[config.mk]
export PLATFORM = sky130hd
export DESIGN_NAME = scoc_ctrl
export DESIGN_NICKNAME = d
export VERILOG_FILES = /design/src/rtl/scoc_pkg.sv /design/src/rtl/scoc_ctrl.sv
export SDC_FILE = /design/constraint.sdc
export NUM_CORES = 1
export LEC_CHECK = 0
export BUFFER_PORTS_ARGS = -buffer_cell sky130_fd_sc_hd__buf_2
export CAP_MARGIN = 20
export CORE_MARGIN = 2
export CORE_UTILIZATION = 25
export DETAILED_ROUTE_END_ITERATION = 8
export SLEW_MARGIN = 20
export SYNTH_ARGS = -nofsm -noshare
export SYNTH_HDL_FRONTEND = slang
export SYNTH_SLANG_ARGS = --single-unit
[constraint.sdc]
create_clock -name aclk -period 2.3 [get_ports aclk]
set_clock_uncertainty 0.2 [all_clocks]
set_input_delay 0 -clock aclk [delete_from_list [all_inputs] [get_ports aclk]]
set_output_delay 0 -clock aclk [all_outputs]
set_load 0.01 [all_outputs]
[src/rtl/scoc_pkg.sv]
package scoc_pkg;

    // Default number of depth store entries
    localparam int MAX_COLUMNS_DEF = 1024;

    // Configuration register reset value and register map
    localparam logic [10:0] SCREEN_WIDTH_RST = 11'd320;
    localparam logic        REG_SCREEN_WIDTH = 1'b0;

    // Item commands
    localparam logic CMD_WRITE = 1'b0;
    localparam logic CMD_CROP  = 1'b1;

    // Hint arithmetic widths
    localparam int DIV_W  = 17;
    localparam int OW_W   = 18;
    localparam int DIV_STEPS = 16;
    localparam int CNT_W  = 5;

    // Controller to datapath commands
    typedef struct packed {
        logic load_q;     // latch a crop query
        logic wr_en;      // write a column depth
        logic rd_en;      // read the depth store
        logic rd_right;   // read at the right edge (else left)
        logic step_l;     // move left edge right
        logic step_r;     // move right edge left
        logic div_start;  // start a hint division
        logic div_right;  // divide for the right hint
        logic lh_load;    // capture the left hint
        logic rh_load;    // capture the right hint
        logic out_load;   // load the output register
        logic out_vis;    // loaded item is visible
    } scoc_cmd_t;

    // Datapath to controller status
    typedef struct packed {
        logic off;        // sprite wholly off screen
        logic l_lt_r;     // left edge below right edge
        logic nearer;     // read wall depth is nearer than the sprite
        logic orig_pos;   // original width is positive
        logic div_done;   // divider idle with quotient ready
    } scoc_stat_t;

endpackage

[src/rtl/scoc_ctrl.sv]
// Sequencer for one item at a time: depth writes, edge walks, hint divisions.
module scoc_ctrl
    import scoc_pkg::*;
(
    input  logic       aclk,
    input  logic       aresetn,
    input  logic       s_valid,
    output logic       s_ready,
    input  logic       s_cmd,
    output logic       m_valid,
    input  logic       m_ready,
    input  scoc_stat_t stat,
    output scoc_cmd_t  cmd
);

    typedef enum logic [11:0] {
        S_IDLE = 12'b0000_0000_0001,
        S_CHK  = 12'b0000_0000_0010,
        S_RDL  = 12'b0000_0000_0100,
        S_CMPL = 12'b0000_0000_1000,
        S_RDR  = 12'b0000_0001_0000,
        S_CMPR = 12'b0000_0010_0000,
        S_DLGO = 12'b0000_0100_0000,
        S_DLWT = 12'b0000_1000_0000,
        S_DRGO = 12'b0001_0000_0000,
        S_DRWT = 12'b0010_0000_0000,
        S_RES1 = 12'b0100_0000_0000,
        S_RES0 = 12'b1000_0000_0000
    } scoc_state_t;

    scoc_state_t state_reg, state_next;
    logic        m_valid_reg, m_valid_next;
    logic        accept, out_free;

    assign s_ready  = (state_reg == S_IDLE);
    assign accept   = s_valid && s_ready;
    assign out_free = !m_valid_reg || m_ready;
    assign m_valid  = m_valid_reg;

    // Next state and commands
    always_comb begin
        state_next = state_reg;
        cmd        = '0;
        unique case (state_reg)
            S_IDLE: begin
                if (accept) begin
                    if (s_cmd == CMD_CROP) begin
                        cmd.load_q = 1'b1;
                        state_next = S_CHK;
                    end else begin
                        cmd.wr_en = 1'b1;
                    end
                end
            end
            S_CHK: begin
                state_next = stat.off ? S_RES0 : S_RDL;
            end
            S_RDL: begin
                cmd.rd_en  = 1'b1;
                state_next = stat.l_lt_r ? S_CMPL : S_RES0;
            end
            S_CMPL: begin
                if (stat.nearer) begin
                    cmd.step_l = 1'b1;
                    state_next = S_RDL;
                end else begin
                    state_next = S_RDR;
                end
            end
            S_RDR: begin
                cmd.rd_en    = 1'b1;
                cmd.rd_right = 1'b1;
                state_next   = stat.l_lt_r ? S_CMPR : S_RES0;
            end
            S_CMPR: begin
                if (stat.nearer) begin
                    cmd.step_r = 1'b1;
                    state_next = S_RDR;
                end else begin
                    state_next = stat.orig_pos ? S_DLGO : S_RES0;
                end
            end
            S_DLGO: begin
                cmd.div_start = 1'b1;
                state_next    = S_DLWT;
            end
            S_DLWT: begin
                if (stat.div_done) begin
                    cmd.lh_load = 1'b1;
                    state_next  = S_DRGO;
                end
            end
            S_DRGO: begin
                cmd.div_start = 1'b1;
                cmd.div_right = 1'b1;
                state_next    = S_DRWT;
            end
            S_DRWT: begin
                cmd.div_right = 1'b1;
                if (stat.div_done) begin
                    cmd.rh_load = 1'b1;
                    state_next  = S_RES1;
                end
            end
            S_RES1: begin
                if (out_free) begin
                    cmd.out_load = 1'b1;
                    cmd.out_vis  = 1'b1;
                    state_next   = S_IDLE;
                end
            end
            S_RES0: begin
                if (out_free) begin
                    cmd.out_load = 1'b1;
                    state_next   = S_IDLE;
                end
            end
            default: begin
                state_next = S_IDLE;
            end
        endcase
    end

    // Output valid flag
    always_comb begin
        m_valid_next = m_valid_reg;
        if (cmd.out_load) begin
            m_valid_next = 1'b1;
        end else if (m_ready) begin
            m_valid_next = 1'b0;
        end
    end

    always_ff @(posedge aclk) begin
        if (!aresetn) begin
            state_reg   <= S_IDLE;
            m_valid_reg <= 1'b0;
        end else begin
            state_reg   <= state_next;
            m_valid_reg <= m_valid_next;
        end
    end

endmodule

# --- Word level (Yosys, flattened, before mapping) ---
# Index checks and enable logic that the tools add are counted.
word_totals:
  inputBits: 10
  elab_cells: 60
  ff_bits: 13
classes:
  n_eq_ne: 17
  n_reduce_logical: 9
  mux: 32
ops:
  columns: ["op", "count"]
  rows:
  - ["$pmux 12 s11", 1]
  - ["$mux 12", 10]
  - ["$mux 1", 16]
  - ["$eq 12x1->1 const B", 1]
  - ["$eq 12x10->1 const B", 1]
  - ["$eq 12x11->1 const B", 1]
  - ["$eq 12x12->1 const B", 1]
  - ["$eq 12x2->1 const B", 1]
  - ["$eq 12x3->1 const B", 1]
  - ["$eq 12x4->1 const B", 1]
  - ["$eq 12x5->1 const B", 1]
  - ["$eq 12x6->1 const B", 1]
  - ["$eq 12x7->1 const B", 1]
  - ["$eq 12x8->1 const B", 1]
  - ["$eq 12x9->1 const B", 1]
  - ["$reduce_or 2->1", 4]
  - ["$mux 2", 3]
  - ["$ne 2x1->1 const B", 3]
  - ["$mux 5", 1]
  - ["$reduce_and 5->1", 1]
  - ["$ne 2x2->1 const B", 2]
  - ["$pmux 1 s2", 1]
  - ["$reduce_bool 2->1", 1]
  - ["$logic_and 1x1->1", 1]
  - ["other kinds (2)", 2]

# --- Logic depth before layout (Yosys ltp) ---
depth:
  ltp_word: 5
  ltp_mapped: 7
  ltp_nobuf: 6

# --- Least setup slack after synthesis ---
# No wires, ideal clock.
synth_timing:
  kind: "reg-to-reg"
  startpoint: "register state_reg[11]"
  endpoint: "register state_reg[0]"
  arrival_ns: 1.535
  stages_incl_launch_ff: 8
  synth_period_minus_slack_ns: 1.862
  n_path_buf: 1
  path_slack_ns: 0.438
  setup_time_ns: 0.127
  cell_sequence: "dfxtp_1 > buf_6 > nor4_4 > nand2_2 > a211o_1 > a31o_1 > a21oi_2 > o21ai_1"
synth_via:
  elab_chain_len: 4
  word_cells_on_any_way: 21
  cone_classes: "eq/ne: 17; mux: 1; reduce/logical: 3"
synth_lines:
  columns: ["item", "line", "text"]
  rows:
  - ["start: declaration", "scoc_ctrl.sv:31", "scoc_state_t state_reg, state_next;"]
  - ["start signal: assignment", "scoc_ctrl.sv:139", "state_reg <= state_next;"]
  - ["$eq 12x12->1, or another cell as far along", "scoc_ctrl.sv:44", "unique case (state_reg)"]
  - ["$reduce_or 2->1 (no line) or $logic_and 1x1->1 (tied branches)", null, null]
  - ["$ne 2x1->1 (no line)", null, null]
  - ["$reduce_and 5->1 (no line)", null, null]
# Parallel ways exist; a longest one is shown, timed or not.
# A chain may end at the register's enable or synchronous reset.

# --- Worst setup path after layout ---
layout_timing:
  startpoint: "register state_reg[8]"
  endpoint: "register state_reg[5]"
# Same word-level chain as after synthesis.

==> run metrics <==
Critical Path AT 2140 ps; ANT cells 0; final hold violation count 0; Data required, critical path 2290 ps; clock sinks 13; share of cells above drive strength 1 0.279; portion of synthesized cell area occupied by the leading cell type 0.262; die area 4500 sq um; crit path capture type register; DRT Pass-1 Iters 4; Starting DRT DRC Count 23; Distinct cells, synth 43; Initial Util 0.266; Multi-input gate area 626 sq um; Syn Inst Count 119; clk_lat worst skew 240 ps; Clock Path Buffers 2; register area 260 sq um; DRT antenna net count 0; outcome finished, final reports clean; Post-CTS Resized 0; yosys warns 0; Setup TNS 0 ps; FF-to-FF End state_reg[5]; most common cell after layout, fill and taps aside buf_2; max-cap violation count 0; power per cell area 432 nW/um^2; clk slew on worst S/H paths 60 ps; Setup Viol. Count Final 0; cts bufs inserted 3; CTS tree done; critical setup path kind reg2reg; crit start category register; grt total ovfl 0; Synth area leader dfxtp_1; placed cell area 1080 sq um; GPL Wtd Cong 0.824; Slew @ Worst Pin 463 ps; most frequent cells in the layout buf_2, nor2_1, dfxtp_1; Worst Setup EP state_reg[5]; CP Max Fanout 10; Core Area 3740 sq um; Slew Limit Headroom 0.687; Largest register FFs 12; Area Growth Syn to Fin 23.1%; cell leakage power 0.490 nW; sequential fraction of the synthesis area 0.262; Crit. Startpoint state_reg[8]; vias 939; first-pass GRT wire length 4020 um; # port buffers 23; EDFF count, synth 0; wire per inst 11.9 um; Post-synth ARST share 0; flops & latches, synth 13; chip height 67.1 um; final WL 2330 um; Hold Path Class in2reg; global-route usage over all layers 0.116; Reg-to-Reg Start state_reg[8]; vias in the first global route 863; # fillers 411; RSZ-0062 raised after global routing no; DP HPWL 1700 um; CTS HTree Levels 1; DP Worst Slack 204 ps; Avg Cell Area, Syn 8.36 sq um; Root Buffer clkbuf_8; Final WS setup 152 ps; Slew Limit Fails 0; final instance area 1220 sq um; Max Fclk 466 MHz; Mapped Nets 129; Peak VDD IR 0.000191 V; initial antenna violation count 0; ranking of synthesized cells by area dfxtp_1, nor4_1, nor2_1, buf_6, nor4_4; R2R depth 5; DRC Markers 0; minimum clock period 2150 ps; period utilization 0.934; top_reg_cell synth dfxtp_1; setup slack, reg-to-reg 150 ps; largest net degree at the start of global routing 14; nets 158; Vias per Instance 4.82; FP Rows 22; IO Pins 24; synthesized area 995 sq um; die width 67.1 um
[Yosys cell counts, types with 2 or more instances]
| cell type | instances |
|---|---|
| nand2_2 | 2 |
| buf_6 | 4 |
| a21oi_1 | 2 |
| nor2b_1 | 6 |
| nor4_4 | 2 |
| o21ai_0 | 4 |
| nor3_1 | 4 |
| and2_1 | 4 |
| dfxtp_1 | 13 |
| nand2_1 | 9 |
| nor4b_1 | 2 |
| xnor2_1 | 4 |
| nand3_1 | 2 |
| buf_4 | 4 |
| nor2_1 | 14 |
| o21a_1 | 2 |
| and3_1 | 5 |
| or2b_2 | 2 |
| nand4_1 | 2 |
| nor4_1 | 9 |
[how the worst min path moves through the flow]
| stage | start | end | slack [ps] | depth (start not counted) |
|---|---|---|---|---|
| global route | stat[1] | state_reg[11] | 320 | 3 |
| detailed placement | stat[1] | state_reg[11] | 30 | 2 |
| global placement | stat[1] | state_reg[11] | 30 | 2 |
| floorplan | s_cmd | cmd[10] | -150 | 1 |
| finish | stat[1] | state_reg[11] | 300 | 3 |
| CTS | stat[1] | state_reg[11] | 300 | 3 |
[kinds of logic (layout without fill, tap and decap cells)]
group,Yosys count,count (layout),synth area share
xor+xnor,4,4,0.0352
flops,13,13,0.262
compound gates,19,19,0.143
buf+inv,12,40,0.109
simple gates,71,71,0.450
[metal layers]
layer  vias up  global-route usage  share of wire
met3         5              0.0118          0.040
li1        485                   -              -
met1       425               0.167           0.52
met4         0              0.0459          0.018
met5         -                   0              0
met2        24               0.175           0.42
[per-stage QoR]
step	util	instances	hold slack [ps]	power (mW)
after floorplan	-	119	-152	0.289
after global placement	0.288	181	27.7	0.313
after detailed placement	0.288	181	29.6	0.313
after CTS	0.327	195	299	0.531
after global routing	0.327	195	320	0.556
final	0.327	195	298	0.529
[cell type report]
| type | instances | share of cell area |
|---|---|---|
| well taps | 48 | 0.0490 |
| multi-input cells | 94 | 0.511 |
| clock buffers | 4 | 0.0368 |
| flip-flops and latches | 13 | 0.212 |
| inverters | 1 | 0.00306 |
| repair buffers | 35 | 0.188 |
[timing repair]
item                                   in CTS  in global routing
endpoints found under the hold margin      13                  0
hold buffers                               10                  0
buffers inserted                            0                  0
[critical path, cell delays in order (launching register included)]
cell and delay, ps:
dfxtp_1 420, nor4_4 450, nand2_2 150, nor2_1 170, and3_1 160, dlygate4sd3_1 540
[power by group]
part           internal [mW]  leakage, nW  total [mW]  switching [mW]
clock                  0.123       0.0228       0.209          0.0867
sequential             0.228        0.105       0.234         0.00627
combinational         0.0422        0.362      0.0856          0.0434
Note: power is estimated with default switching activity, not from simulation.
